File: src/rtl/ea_adpcm_stereo_decoder_defines.svh
// Assertion macros shared by the EA ADPCM stereo decoder RTL.
// Expects a clock named clk and an active-high reset named rst in scope.
`ifndef EA_ADPCM_STEREO_DECODER_DEFINES_SVH
`define EA_ADPCM_STEREO_DECODER_DEFINES_SVH

// Consequent must hold in the same cycle as the antecedent.
`define EAAD_ASSERT_SAME(label, ante, cons, msg) \
  label: assert property (@(posedge clk) disable iff (rst) (ante) |-> (cons)) \
    else $error(msg);

// Consequent must hold in the cycle after the antecedent.
`define EAAD_ASSERT_NEXT(label, ante, cons, msg) \
  label: assert property (@(posedge clk) disable iff (rst) (ante) |=> (cons)) \
    else $error(msg);

`endif

File: src/rtl/eaad_pkg.sv
// Package for the EA ADPCM stereo decoder: command type, queue sizing,
// coefficient table and the per-channel predictor. No dependencies.
`default_nettype none

package eaad_pkg;

  // Queue between front and back
  localparam int FIFO_DEPTH = 4;
  localparam int FIFO_PTR_W = $clog2(FIFO_DEPTH);
  localparam int FIFO_CNT_W = $clog2(FIFO_DEPTH + 1);

  // Rounding term added before the final shift by 8
  localparam logic signed [27:0] ROUND_BIAS = 28'sd128;
  localparam logic signed [19:0] PCM_MAX = 20'sd32767;
  localparam logic signed [19:0] PCM_MIN = -20'sd32768;

  typedef enum logic {
    CMD_START  = 1'b0,
    CMD_SAMPLE = 1'b1
  } cmd_kind_t;

  // One queue entry: a chunk start (history) or a sample byte with its context
  typedef struct packed {
    cmd_kind_t          kind;
    logic signed [15:0] left_newest;
    logic signed [15:0] left_older;
    logic signed [15:0] right_newest;
    logic signed [15:0] right_older;
    logic [7:0]         sample_byte;
    logic [3:0]         coef_left;
    logic [3:0]         coef_right;
    logic [3:0]         scale_left;
    logic [3:0]         scale_right;
    logic               last;
  } cmd_t;

  // Predictor coefficients: c1 at n, c2 at n + 4
  function automatic logic signed [9:0] coef_lookup(input logic [4:0] idx);
    logic signed [9:0] c;
    case (idx)
      5'd1:    c = 10'sd240;
      5'd2:    c = 10'sd460;
      5'd3:    c = 10'sd392;
      5'd6:    c = -10'sd208;
      5'd7:    c = -10'sd220;
      5'd9:    c = 10'sd1;
      5'd10:   c = 10'sd3;
      5'd11:   c = 10'sd4;
      5'd12:   c = 10'sd7;
      5'd13:   c = 10'sd8;
      5'd14:   c = 10'sd10;
      5'd15:   c = 10'sd11;
      5'd17:   c = -10'sd1;
      5'd18:   c = -10'sd3;
      5'd19:   c = -10'sd4;
      default: c = 10'sd0;
    endcase
    return c;
  endfunction

  // Predict one channel and clip to 16 bits
  function automatic logic signed [15:0] predict(
    input logic [3:0]         nib,
    input logic [3:0]         sel,
    input logic [3:0]         shn,
    input logic signed [15:0] newest,
    input logic signed [15:0] older
  );
    logic signed [23:0] d;
    logic signed [9:0]  c1;
    logic signed [9:0]  c2;
    logic signed [25:0] p1;
    logic signed [25:0] p2;
    logic signed [27:0] sum;
    logic signed [19:0] q;
    logic signed [15:0] res;
    // nibble << 28 then >> (shn + 8) is nibble * 2^(20 - shn)
    d   = $signed({nib, 20'b0}) >>> shn;
    c1  = coef_lookup({1'b0, sel});
    c2  = coef_lookup({1'b0, sel} + 5'd4);
    p1  = 26'(newest) * 26'(c1);
    p2  = 26'(older) * 26'(c2);
    sum = 28'(d) + 28'(p1) + 28'(p2) + ROUND_BIAS;
    q   = 20'(sum >>> 8);
    if (q > PCM_MAX) begin
      res = 16'sh7FFF;
    end else if (q < PCM_MIN) begin
      res = 16'sh8000;
    end else begin
      res = q[15:0];
    end
    return res;
  endfunction

endpackage

`default_nettype wire

File: src/rtl/eaad_front.sv
// Front end: accepts stream bytes, tracks chunk count and subblock position,
// holds coefficient and shift selectors, and queues commands. Uses eaad_pkg.
`default_nettype none

`include "ea_adpcm_stereo_decoder_defines.svh"

module eaad_front
  import eaad_pkg::*;
#(
  parameter int SAMPLES_PER_SUBBLOCK = 28
) (
  input  wire logic        clk,
  input  wire logic        rst,
  input  wire logic        in_valid,
  output logic             in_ready,
  input  wire logic        action,
  input  wire logic [7:0]  data_byte,
  input  wire logic [15:0] sample_count,
  input  wire logic [15:0] left_current,
  input  wire logic [15:0] left_previous,
  input  wire logic [15:0] right_current,
  input  wire logic [15:0] right_previous,
  output logic             push,
  output cmd_t             push_cmd,
  input  wire logic        full
);

  localparam logic [4:0] LAST_POS = 5'(SAMPLES_PER_SUBBLOCK + 1);

  logic [15:0] samples_remaining;
  logic [4:0]  subblock_position;
  logic [3:0]  coef_select_left;
  logic [3:0]  coef_select_right;
  logic [3:0]  shift_nibble_left;
  logic [3:0]  shift_nibble_right;
  logic        xfer;
  logic        is_sample;
  logic        count_last;

  assign in_ready   = !full;
  assign xfer       = in_valid && in_ready;
  assign count_last = (samples_remaining == 16'd1);
  assign is_sample  = action && (samples_remaining != 16'd0) &&
                      (subblock_position != 5'd0) && (subblock_position != 5'd1);

  // Build the queue entry for a start or a sample byte
  always_comb begin
    push_cmd = '0;
    push     = 1'b0;
    if (xfer && !action) begin
      push                  = 1'b1;
      push_cmd.kind         = CMD_START;
      push_cmd.left_newest  = left_current;
      push_cmd.left_older   = left_previous;
      push_cmd.right_newest = right_current;
      push_cmd.right_older  = right_previous;
    end else if (xfer && is_sample) begin
      push                 = 1'b1;
      push_cmd.kind        = CMD_SAMPLE;
      push_cmd.sample_byte = data_byte;
      push_cmd.coef_left   = coef_select_left;
      push_cmd.coef_right  = coef_select_right;
      push_cmd.scale_left  = shift_nibble_left;
      push_cmd.scale_right = shift_nibble_right;
      push_cmd.last        = count_last;
    end
  end

  // Advance count, position and selectors on each transfer
  always_ff @(posedge clk) begin
    if (rst) begin
      samples_remaining  <= '0;
      subblock_position  <= '0;
      coef_select_left   <= '0;
      coef_select_right  <= '0;
      shift_nibble_left  <= '0;
      shift_nibble_right <= '0;
    end else if (xfer) begin
      if (!action) begin
        samples_remaining <= sample_count;
        subblock_position <= '0;
      end else if (samples_remaining != 16'd0) begin
        if (subblock_position == 5'd0) begin
          coef_select_left  <= data_byte[7:4];
          coef_select_right <= data_byte[3:0];
          subblock_position <= 5'd1;
        end else if (subblock_position == 5'd1) begin
          shift_nibble_left  <= data_byte[7:4];
          shift_nibble_right <= data_byte[3:0];
          subblock_position  <= 5'd2;
        end else begin
          samples_remaining <= samples_remaining - 16'd1;
          if (subblock_position >= LAST_POS || count_last) begin
            subblock_position <= '0;
          end else begin
            subblock_position <= subblock_position + 5'd1;
          end
        end
      end
    end
  end

  `EAAD_ASSERT_SAME(a_sample_needs_count, push && push_cmd.kind == CMD_SAMPLE, samples_remaining != 16'd0, "sample queued with no samples remaining")

endmodule

`default_nettype wire

File: src/rtl/eaad_fifo.sv
// Short command queue between front and back ends; register storage.
// Uses eaad_pkg for the entry type and depth.
`default_nettype none

`include "ea_adpcm_stereo_decoder_defines.svh"

module eaad_fifo
  import eaad_pkg::*;
(
  input  wire logic clk,
  input  wire logic rst,
  input  wire logic push,
  input  cmd_t      push_cmd,
  output logic      full,
  input  wire logic pop,
  output logic      head_valid,
  output cmd_t      head_cmd
);

  cmd_t                  mem [FIFO_DEPTH];
  logic [FIFO_PTR_W-1:0] wr_ptr;
  logic [FIFO_PTR_W-1:0] rd_ptr;
  logic [FIFO_CNT_W-1:0] count;

  assign full       = (count == FIFO_CNT_W'(FIFO_DEPTH));
  assign head_valid = (count != '0);
  assign head_cmd   = mem[rd_ptr];

  // Write entries
  always_ff @(posedge clk) begin
    if (push) begin
      mem[wr_ptr] <= push_cmd;
    end
  end

  // Advance pointers and occupancy
  always_ff @(posedge clk) begin
    if (rst) begin
      wr_ptr <= '0;
      rd_ptr <= '0;
      count  <= '0;
    end else begin
      if (push) begin
        wr_ptr <= wr_ptr + 1'b1;
      end
      if (pop) begin
        rd_ptr <= rd_ptr + 1'b1;
      end
      if (push && !pop) begin
        count <= count + 1'b1;
      end else if (pop && !push) begin
        count <= count - 1'b1;
      end
    end
  end

  `EAAD_ASSERT_SAME(a_no_push_full, push, !full, "push into a full queue")
  `EAAD_ASSERT_SAME(a_no_pop_empty, pop, head_valid, "pop from an empty queue")

endmodule

`default_nettype wire

File: src/rtl/eaad_back.sv
// Back end: holds channel history, runs both predictors on each sample entry
// and drives the registered output stage. Uses eaad_pkg.
`default_nettype none

`include "ea_adpcm_stereo_decoder_defines.svh"

module eaad_back
  import eaad_pkg::*;
(
  input  wire logic  clk,
  input  wire logic  rst,
  input  wire logic  head_valid,
  input  cmd_t       head_cmd,
  output logic       pop,
  output logic       out_valid,
  input  wire logic  out_ready,
  output logic [15:0] left_sample,
  output logic [15:0] right_sample,
  output logic       last_of_chunk
);

  logic signed [15:0] left_newest;
  logic signed [15:0] left_older;
  logic signed [15:0] right_newest;
  logic signed [15:0] right_older;
  logic signed [15:0] left_next;
  logic signed [15:0] right_next;
  logic               slot_free;
  logic               take_sample;

  assign slot_free   = !out_valid || out_ready;
  assign take_sample = head_valid && (head_cmd.kind == CMD_SAMPLE) && slot_free;
  assign pop         = (head_valid && (head_cmd.kind == CMD_START)) || take_sample;

  assign left_next  = predict(head_cmd.sample_byte[7:4], head_cmd.coef_left,
                              head_cmd.scale_left, left_newest, left_older);
  assign right_next = predict(head_cmd.sample_byte[3:0], head_cmd.coef_right,
                              head_cmd.scale_right, right_newest, right_older);

  // Load or move history
  always_ff @(posedge clk) begin
    if (rst) begin
      left_newest  <= '0;
      left_older   <= '0;
      right_newest <= '0;
      right_older  <= '0;
    end else if (head_valid && head_cmd.kind == CMD_START) begin
      left_newest  <= head_cmd.left_newest;
      left_older   <= head_cmd.left_older;
      right_newest <= head_cmd.right_newest;
      right_older  <= head_cmd.right_older;
    end else if (take_sample) begin
      left_older   <= left_newest;
      left_newest  <= left_next;
      right_older  <= right_newest;
      right_newest <= right_next;
    end
  end

  // Output stage: fill on a sample, drop after the transfer
  always_ff @(posedge clk) begin
    if (rst) begin
      out_valid <= 1'b0;
    end else if (take_sample) begin
      out_valid <= 1'b1;
    end else if (out_ready) begin
      out_valid <= 1'b0;
    end
  end

  always_ff @(posedge clk) begin
    if (take_sample) begin
      left_sample   <= left_next;
      right_sample  <= right_next;
      last_of_chunk <= head_cmd.last;
    end
  end

  `EAAD_ASSERT_NEXT(a_hist_follows_out, take_sample, out_valid && left_newest == $signed(left_sample) && right_newest == $signed(right_sample), "history and output disagree")

endmodule

`default_nettype wire

File: src/rtl/ea_adpcm_stereo_decoder.sv
// EA ADPCM stereo chunk decoder: top level joining front end, command queue
// and back end. Depends on eaad_pkg, eaad_front, eaad_fifo and eaad_back.
//
// Use: send a start transfer (tuser = 0) with the stereo sample count and the
// two history samples per channel, then the chunk bytes (tuser = 1): per
// subblock one coefficient byte, one shift byte and up to
// SAMPLES_PER_SUBBLOCK sample bytes. Each sample byte gives one output
// transfer carrying left and right samples; tlast marks the final sample of
// the chunk. Bytes past the end of the count, and bytes before any start, are
// dropped. A start in mid-chunk abandons the running chunk.
// Path: a taken sample byte is written into the queue and leaves it through
// the predictor into the output register. Throughput: one input byte per
// cycle unless the queue is full, one sample per cycle unless the receiver
// stalls; the history update (two 16x10 multiplies, sum, clip) is combinational.
// Reset clears history, selectors, count and queue; the block then drops data
// bytes until a start arrives. When the receiver stalls, the output register
// holds and the four-entry queue absorbs further work before s_axis_tready
// falls.
`default_nettype none

module ea_adpcm_stereo_decoder
  import eaad_pkg::*;
#(
  parameter int SAMPLES_PER_SUBBLOCK = 28
) (
  input  wire logic        clk,
  input  wire logic        rst,
  input  wire logic        s_axis_tvalid,
  output logic             s_axis_tready,
  // [7:0] data_byte, [23:8] sample_count, [39:24] left_current,
  // [55:40] left_previous, [71:56] right_current, [87:72] right_previous
  input  wire logic [87:0] s_axis_tdata,
  // [0] action
  input  wire logic        s_axis_tuser,
  output logic             m_axis_tvalid,
  input  wire logic        m_axis_tready,
  // [15:0] left_sample, [31:16] right_sample
  output logic [31:0]      m_axis_tdata,
  output logic             m_axis_tlast
);

  logic push;
  cmd_t push_cmd;
  logic full;
  logic pop;
  logic head_valid;
  cmd_t head_cmd;

  eaad_front #(
    .SAMPLES_PER_SUBBLOCK(SAMPLES_PER_SUBBLOCK)
  ) u_front (
    .clk            (clk),
    .rst            (rst),
    .in_valid       (s_axis_tvalid),
    .in_ready       (s_axis_tready),
    .action         (s_axis_tuser),
    .data_byte      (s_axis_tdata[7:0]),
    .sample_count   (s_axis_tdata[23:8]),
    .left_current   (s_axis_tdata[39:24]),
    .left_previous  (s_axis_tdata[55:40]),
    .right_current  (s_axis_tdata[71:56]),
    .right_previous (s_axis_tdata[87:72]),
    .push           (push),
    .push_cmd       (push_cmd),
    .full           (full)
  );

  eaad_fifo u_fifo (
    .clk        (clk),
    .rst        (rst),
    .push       (push),
    .push_cmd   (push_cmd),
    .full       (full),
    .pop        (pop),
    .head_valid (head_valid),
    .head_cmd   (head_cmd)
  );

  eaad_back u_back (
    .clk           (clk),
    .rst           (rst),
    .head_valid    (head_valid),
    .head_cmd      (head_cmd),
    .pop           (pop),
    .out_valid     (m_axis_tvalid),
    .out_ready     (m_axis_tready),
    .left_sample   (m_axis_tdata[15:0]),
    .right_sample  (m_axis_tdata[31:16]),
    .last_of_chunk (m_axis_tlast)
  );

endmodule

`default_nettype wire
File: config.mk
export PLATFORM = sky130hd
export DESIGN_NAME = ea_adpcm_stereo_decoder
export DESIGN_NICKNAME = d
export VERILOG_FILES = /design/src/rtl/eaad_pkg.sv /design/src/rtl/eaad_front.sv /design/src/rtl/eaad_fifo.sv /design/src/rtl/eaad_back.sv /design/src/rtl/ea_adpcm_stereo_decoder.sv
export VERILOG_INCLUDE_DIRS = /design/src /design/src/rtl
export SDC_FILE = /design/constraint.sdc
export NUM_CORES = 2
export LEC_CHECK = 0
export BUFFER_PORTS_ARGS = -buffer_cell sky130_fd_sc_hd__buf_2
export CAP_MARGIN = 20
export CORE_ASPECT_RATIO = 0.9
export CORE_MARGIN = 2
export CORE_UTILIZATION = 45
export DETAILED_ROUTE_END_ITERATION = 6
export GPL_ROUTABILITY_DRIVEN = 0
export GPL_TIMING_DRIVEN = 0
export RECOVER_POWER = 50
export SLEW_MARGIN = 15
export SYNTH_ARGS = -nofsm -noshare
export SYNTH_HDL_FRONTEND = slang
export SYNTH_SLANG_ARGS = --single-unit
File: constraint.sdc
create_clock -name clk -period 20 [get_ports clk]
set_input_delay 2 -clock clk [delete_from_list [all_inputs] [get_ports clk]]
set_output_delay 2 -clock clk [all_outputs]
set_load 0.05 [all_outputs]
Yosys cells after proc, flatten, opt, wreduce, memory -nomap -nowiden
Memories as Yosys holds them, arrays and structs flattened. A register that Yosys moved wholly into a read port is not among the register bits.
Cells that the tools add are included.
{"block": "word_totals", "ff_bits": 142, "ramBits": 360, "romBits": 960, "word_cells": 121, "n_memories": 5}
{"memory": "u_fifo.mem", "depth": 4, "word_bits": 90, "rd": 1, "rd_clocked_by_memory_dff": 1, "wr": 1, "line": "eaad_fifo.sv:20", "text": "cmd_t mem [FIFO_DEPTH];"}
{"memory": "(no name shown)", "depth": 32, "word_bits": 10, "rd": 1, "rd_clocked_by_memory_dff": 0, "wr": 0, "line": "eaad_pkg.sv:40", "text": "case (idx)"}
{"memory": "(no name shown)", "depth": 32, "word_bits": 10, "rd": 1, "rd_clocked_by_memory_dff": 0, "wr": 0, "line": "eaad_pkg.sv:40"}
{"memory": "(no name shown)", "depth": 16, "word_bits": 10, "rd": 1, "rd_clocked_by_memory_dff": 0, "wr": 0, "line": "eaad_pkg.sv:40"}
{"memory": "(no name shown)", "depth": 16, "word_bits": 10, "rd": 1, "rd_clocked_by_memory_dff": 0, "wr": 0, "line": "eaad_pkg.sv:40"}
{"block": "classes", "n_addsub": 14, "mul": 4, "n_lt_le_gt_ge": 5, "n_eq_ne": 7, "n_shift": 2, "n_mux": 35, "bitwise_logic": 2, "n_reduce_logical": 30}
{"operator": "16-bit 2-to-1 mux", "n": 16}
{"operator": "16-bit by 10-bit multiplier with 26-bit output", "n": 4}
{"operator": "64-bit 2-to-1 mux", "n": 1}
{"operator": "27-bit by 26-bit adder with 28-bit output", "n": 2}
{"operator": "28-bit by 9-bit adder with 28-bit output, second input constant", "n": 2}
{"operator": "24-bit by 26-bit adder with 27-bit output", "n": 2}
{"operator": "25-bit 2-to-1 mux", "n": 2}
{"operator": "24-bit by 4-bit >>> shifter with 24-bit output", "n": 2}
{"operator": "20-bit by 16-bit greater-than comparator with 1-bit output, second input constant", "n": 2}
{"operator": "20-bit by 16-bit less-than comparator with 1-bit output, second input constant", "n": 2}
{"operator": "5-bit 2-to-1 mux", "n": 5}
{"operator": "16-bit by 1-bit == test with 1-bit output, second input constant", "n": 1}
{"operator": "16-bit nonzero test", "n": 1}
{"operator": "16-bit by 1-bit subtractor with 16-bit output, second input constant", "n": 1}
{"operator": "1-bit logical AND", "n": 11}
{"operator": "4-bit by 3-bit adder with 5-bit output, second input constant", "n": 2}
{"operator": "4-bit AND reduction", "n": 2}
{"operator": "1-bit 2-to-1 mux", "n": 7}
{"operator": "3-bit 2-to-1 mux", "n": 2}
{"operator": "2-bit nonzero test", "n": 3}
{"operator": "5-bit by 1-bit adder with 5-bit output, second input constant", "n": 1}
{"operator": "5-bit by 1-bit == test with 1-bit output, second input constant", "n": 1}
{"operator": "5-bit >= comparator, second input constant", "n": 1}
{"operator": "1-bit logical NOT", "n": 5}
{"operator": "15 further kinds", "n": 21}

Depth between registers and ports, before layout
{"block": "depth", "word_depth": 11, "ltp_mapped": 40, "mapped_depth_nobuf": 34}

By module
A second synthesis with hierarchy kept.
{"block": "hier_totals", "cells_unflattened": 4324, "hier_area_um2": 47649.4}
{"mod": "eaad_back", "instances": 1, "cells_per_inst": 3453, "area_per_inst_um2": 31432.6, "seq_area_each_um2": 2292.2}
{"mod": "eaad_fifo", "instances": 1, "cells_per_inst": 514, "area_per_inst_um2": 13508.0, "seq_area_each_um2": 10990.5}
{"mod": "eaad_front", "instances": 1, "cells_per_inst": 357, "area_per_inst_um2": 2708.8, "seq_area_each_um2": 740.7}

Worst setup path before layout
OpenSTA, ideal clock, no wires.
{"block": "synth_path", "path_kind": "register to register", "start": "register with a tool-made name", "end": "register u_back.left_newest[11]", "setup_time_ps": 112, "arrival_ps": 9898, "path_slack_ps": 9989, "path_stages_with_launch": 35, "n_path_buf": 7, "path_cell_list": "dfxtp_1 buf_2 buf_2 buf_2 buf_2 buf_2 mux4_2 inv_1 ha_1 xor2_1 o21ai_0 clkbuf_1 nand2_1 fa_1 fa_1 fa_1 inv_1 fa_1 fa_1 fa_1 inv_1 fa_1 inv_1 ha_1 a21oi_1 o21ai_0 a41o_1 a211o_1 a41oi_1 mux2i_1 nand3_1 o31ai_4 buf_4 nand2_1 a2111oi_1"}
{"element": "to (signal assigned)", "line": "eaad_back.sv:48", "text": "left_newest <= head_cmd.left_newest;"}
{"element": "to (signal assigned)", "line": "eaad_back.sv:54", "text": "left_newest <= left_next;"}
{"element": "to (decl)", "line": "eaad_back.sv:22", "text": "logic signed [15:0] left_newest;"}

==> flow_metrics.tcl <==
set metrics [dict create \
    drive_above_1_share 0.0689 \
    syn_avg_cell_area_um2 10.9 \
    setup_slack_ns 6.12 \
    grt_max_degree 50 \
    syn_inst 4292 \
    cts.path.max_buffers 3 \
    dr.first_iter.drc_count 2114 \
    core_area_mm2 0.103 \
    slew_viol_final 45 \
    antenna_found_initial 5 \
    yosysWarnings 0 \
    status "finished with violations" \
    grt.total_usage 0.242 \
    grt_pass1_wl_um 194000 \
    setup_viol 0 \
    final_net_count 5528 \
    ys_ff_latch 504 \
    end_kind "flop" \
    synth_top_family_by_area "adder cells" \
    synth-main-ff-cell "edfxtp_1" \
    die_area_mm2 0.107 \
    fin_worst_skew_ns 0.0342 \
    worst_hold_path.endpoint "u_back.right_older[13]$_SDFFE_PP0N_" \
    io_buffers 125 \
    cts_max_level 2 \
    cts_setup_buffers 0 \
    gr-total-overflow 0 \
    r2r-end "u_back.right_sample[11]$_DFFE_PP_" \
    violations "max-capacitance violations, max-slew violations" \
    maxCapViolCount 2 \
    cts_tree "built" \
    max_clock_freq_mhz 72.1 \
    critPathLaunchType "flop" \
    worstHoldStart "u_back.right_older[13]$_SDFFE_PP0N_" \
    path_class "reg2reg" \
    synth_edf_count 393 \
    clk_latency_ns 0.61 \
    viasPerCell 5.17 \
    ys_async_sr_fraction 0 \
    hold_depth 2 \
    cp_common_cell "fa_1" \
    postRouteWirelength_um 124000 \
    crit_fanout 10 \
    cp_num_buf_inv 11 \
    synthMuxAreaShare 0.0520 \
    tns_ns 0 \
    ios 128 \
    slowest_delay_ns 0.80 \
    cp.required_ns 20.33 \
    fin_util 0.492 \
    die_w_um 344 \
    hold_class "reg2reg" \
    cts_resized 0 \
    synth_xor_area_frac 0.0123 \
    hold_viol 0 \
    core.rowCount 112 \
    fin_crit_sh 0.694 \
    clock-sinks 504 \
    synth_area_mm2 0.0468 \
    yosysSeqAreaShare 0.299 \
    dp_hpwl_um 101000 \
    dp_slack_ns 6.20 \
    dr_total_vias 30400 \
    reg2reg_depth 34 \
    start_util 0.453 \
    wl_per_cell_um 21.0 \
    root_buffer "clkbuf_16" \
    rsz0062_at_grt "false" \
    yosys.area_share.simple 0.125 \
    cts_buffers 49 \
    crit_slowest_cell "clkbuf_1" \
    reg2reg_setup_slack_ns 6.12 \
    clk_pin_slew_ns 0.06 \
    drc 0 \
    antenna_left 0 \
    crit_arrival_ns 14.20 \
    hold_slack_ns 0.454 \
    worstMarginPinSlew_ns 1.78 \
    grt_pass1_vias 31600 \
    synthAdderAreaFrac 0.372 \
    area_delta_synth_final_pct 8.57 \
    die_y_um 310 \
    drt_first_pass_iters 5 \
    min_period_ns 13.88 \
    slew_headroom -0.185 \
    hold_buffers 0 \
    fillers 9529 \
    synth_compound_area_frac 0.0480 \
    syn_nets 5346 \
    synth_cell_type_count 77 \
    cpLargestDelayFamily "adder cells" \
]
[cell type report]
class,instances,area (um2),share of cell area
clock buffer,59,1260,0.0249
antenna,1,2.50,0.0000492
multi-input combinational,2666,28600,0.562
clock inverter,31,300,0.00591
buffer,196,754,0.0148
timing repair buffer,131,723,0.0142
tap,1368,1710,0.0337
sequential,504,14000,0.276
inverter,926,3480,0.0684
[per-layer routing]
metal | track usage | share of wire | routed length, um
met5 | 0 | 0.00020 | 25
met4 | 0.0443 | 0.020 | 2480
met3 | 0.0402 | 0.072 | 8910
met2 | 0.370 | 0.44 | 54600
met1 | 0.367 | 0.47 | 57700
[cells in the mapped netlist, types with 8 or more instances]
| master | count | area [um2] |
|---|---|---|
| and3_1 | 26 | 163 |
| buf_2 | 14 | 70.1 |
| mux2i_1 | 34 | 340 |
| nor2_1 | 155 | 582 |
| xnor2_1 | 42 | 368 |
| a21o_1 | 16 | 120 |
| nand4_1 | 8 | 50.1 |
| a221oi_1 | 8 | 70.1 |
| fa_1 | 721 | 14400 |
| o21ai_1 | 8 | 40.0 |
| nor3_1 | 26 | 130 |
| inv_1 | 923 | 3460 |
| o21ai_0 | 71 | 355 |
| a21oi_1 | 104 | 521 |
| o22ai_1 | 18 | 113 |
| dfxtp_1 | 111 | 2220 |
| a211oi_1 | 14 | 105 |
| mux4_2 | 90 | 2030 |
| o21a_1 | 9 | 67.6 |
| edfxtp_1 | 393 | 11800 |
| xor2_1 | 22 | 193 |
| or2_2 | 17 | 106 |
| nand3_1 | 18 | 90.1 |
| clkbuf_1 | 174 | 653 |
| ha_1 | 240 | 3000 |
| nor2b_1 | 43 | 269 |
| nand2b_1 | 25 | 156 |
| nand2_1 | 405 | 1520 |
| a22oi_1 | 42 | 315 |
| and2_1 | 401 | 2510 |
| a2111oi_0 | 8 | 70.1 |
[cell usage in the layout (no fill, tap or decap), drive strengths merged, types with 43 or more instances in the layout]
cell type	count
inv	928
fa	721
nand2	405
and2	401
edfxtp	393
clkbuf	272
ha	240
nor2	159
buf	114
dfxtp	111
a21oi	105
mux4	90
o21ai	79
nor2b	43
xnor2	43
[worst reg2reg max path: cells and delay by family (launching register included)]
family	cells	cell delay (ns)
compound gates	7	3.07
fa+ha+maj	9	3.88
buf+inv	11	3.47
flops	1	0.31
mux	1	0.48
simple gates	6	2.44
[sequential cells by signal (all words and copies together), names as in the netlist, named ones only]
name and cells:
u_back.right_newest 16, u_front.shift_nibble_left 4, u_front.subblock_position 5, u_back.left_sample 16, u_fifo.rd_ptr 2, u_fifo.wr_ptr 2, u_back.out_valid 1, u_fifo.count 3
u_front.samples_remaining 16, u_back.left_older 16, u_fifo.mem 360, u_back.right_sample 16, u_front.coef_select_right 4, u_front.coef_select_left 4, u_back.left_newest 16, u_back.last_of_chunk 1
u_front.shift_nibble_right 4, u_back.right_older 16
[through the flow]
stage / area [um2] / cells
finish: 50800 / 5882
global route: 50800 / 5881
CTS: 50900 / 5881
global placement: 49200 / 5785
floorplan: 46800 / 4292
detailed placement: 49300 / 5791
[logic make-up after synthesis]
logic type	count (synthesis)
simple gates	1165
buf+inv	1122
fa+ha+maj	961
flops	504
compound gates	345
mux	130
xor+xnor	65
[worst max path at each step]
stage               from                             endpoint  depth (start not counted)
finish              flop    u_back.right_sample[11]$_DFFE_PP_                         34
global route        flop     u_back.right_sample[4]$_DFFE_PP_                         34
CTS                 flop     u_back.right_sample[4]$_DFFE_PP_                         34
detailed placement  flop     u_back.right_sample[4]$_DFFE_PP_                         34
global placement    flop     u_back.right_sample[4]$_DFFE_PP_                         34
floorplan           flop  u_back.left_newest[11]$_SDFFE_PP0N_                         34
Power is not shown: default switching activity piles up to over one toggle a cycle in this logic, so the estimate is an artifact.
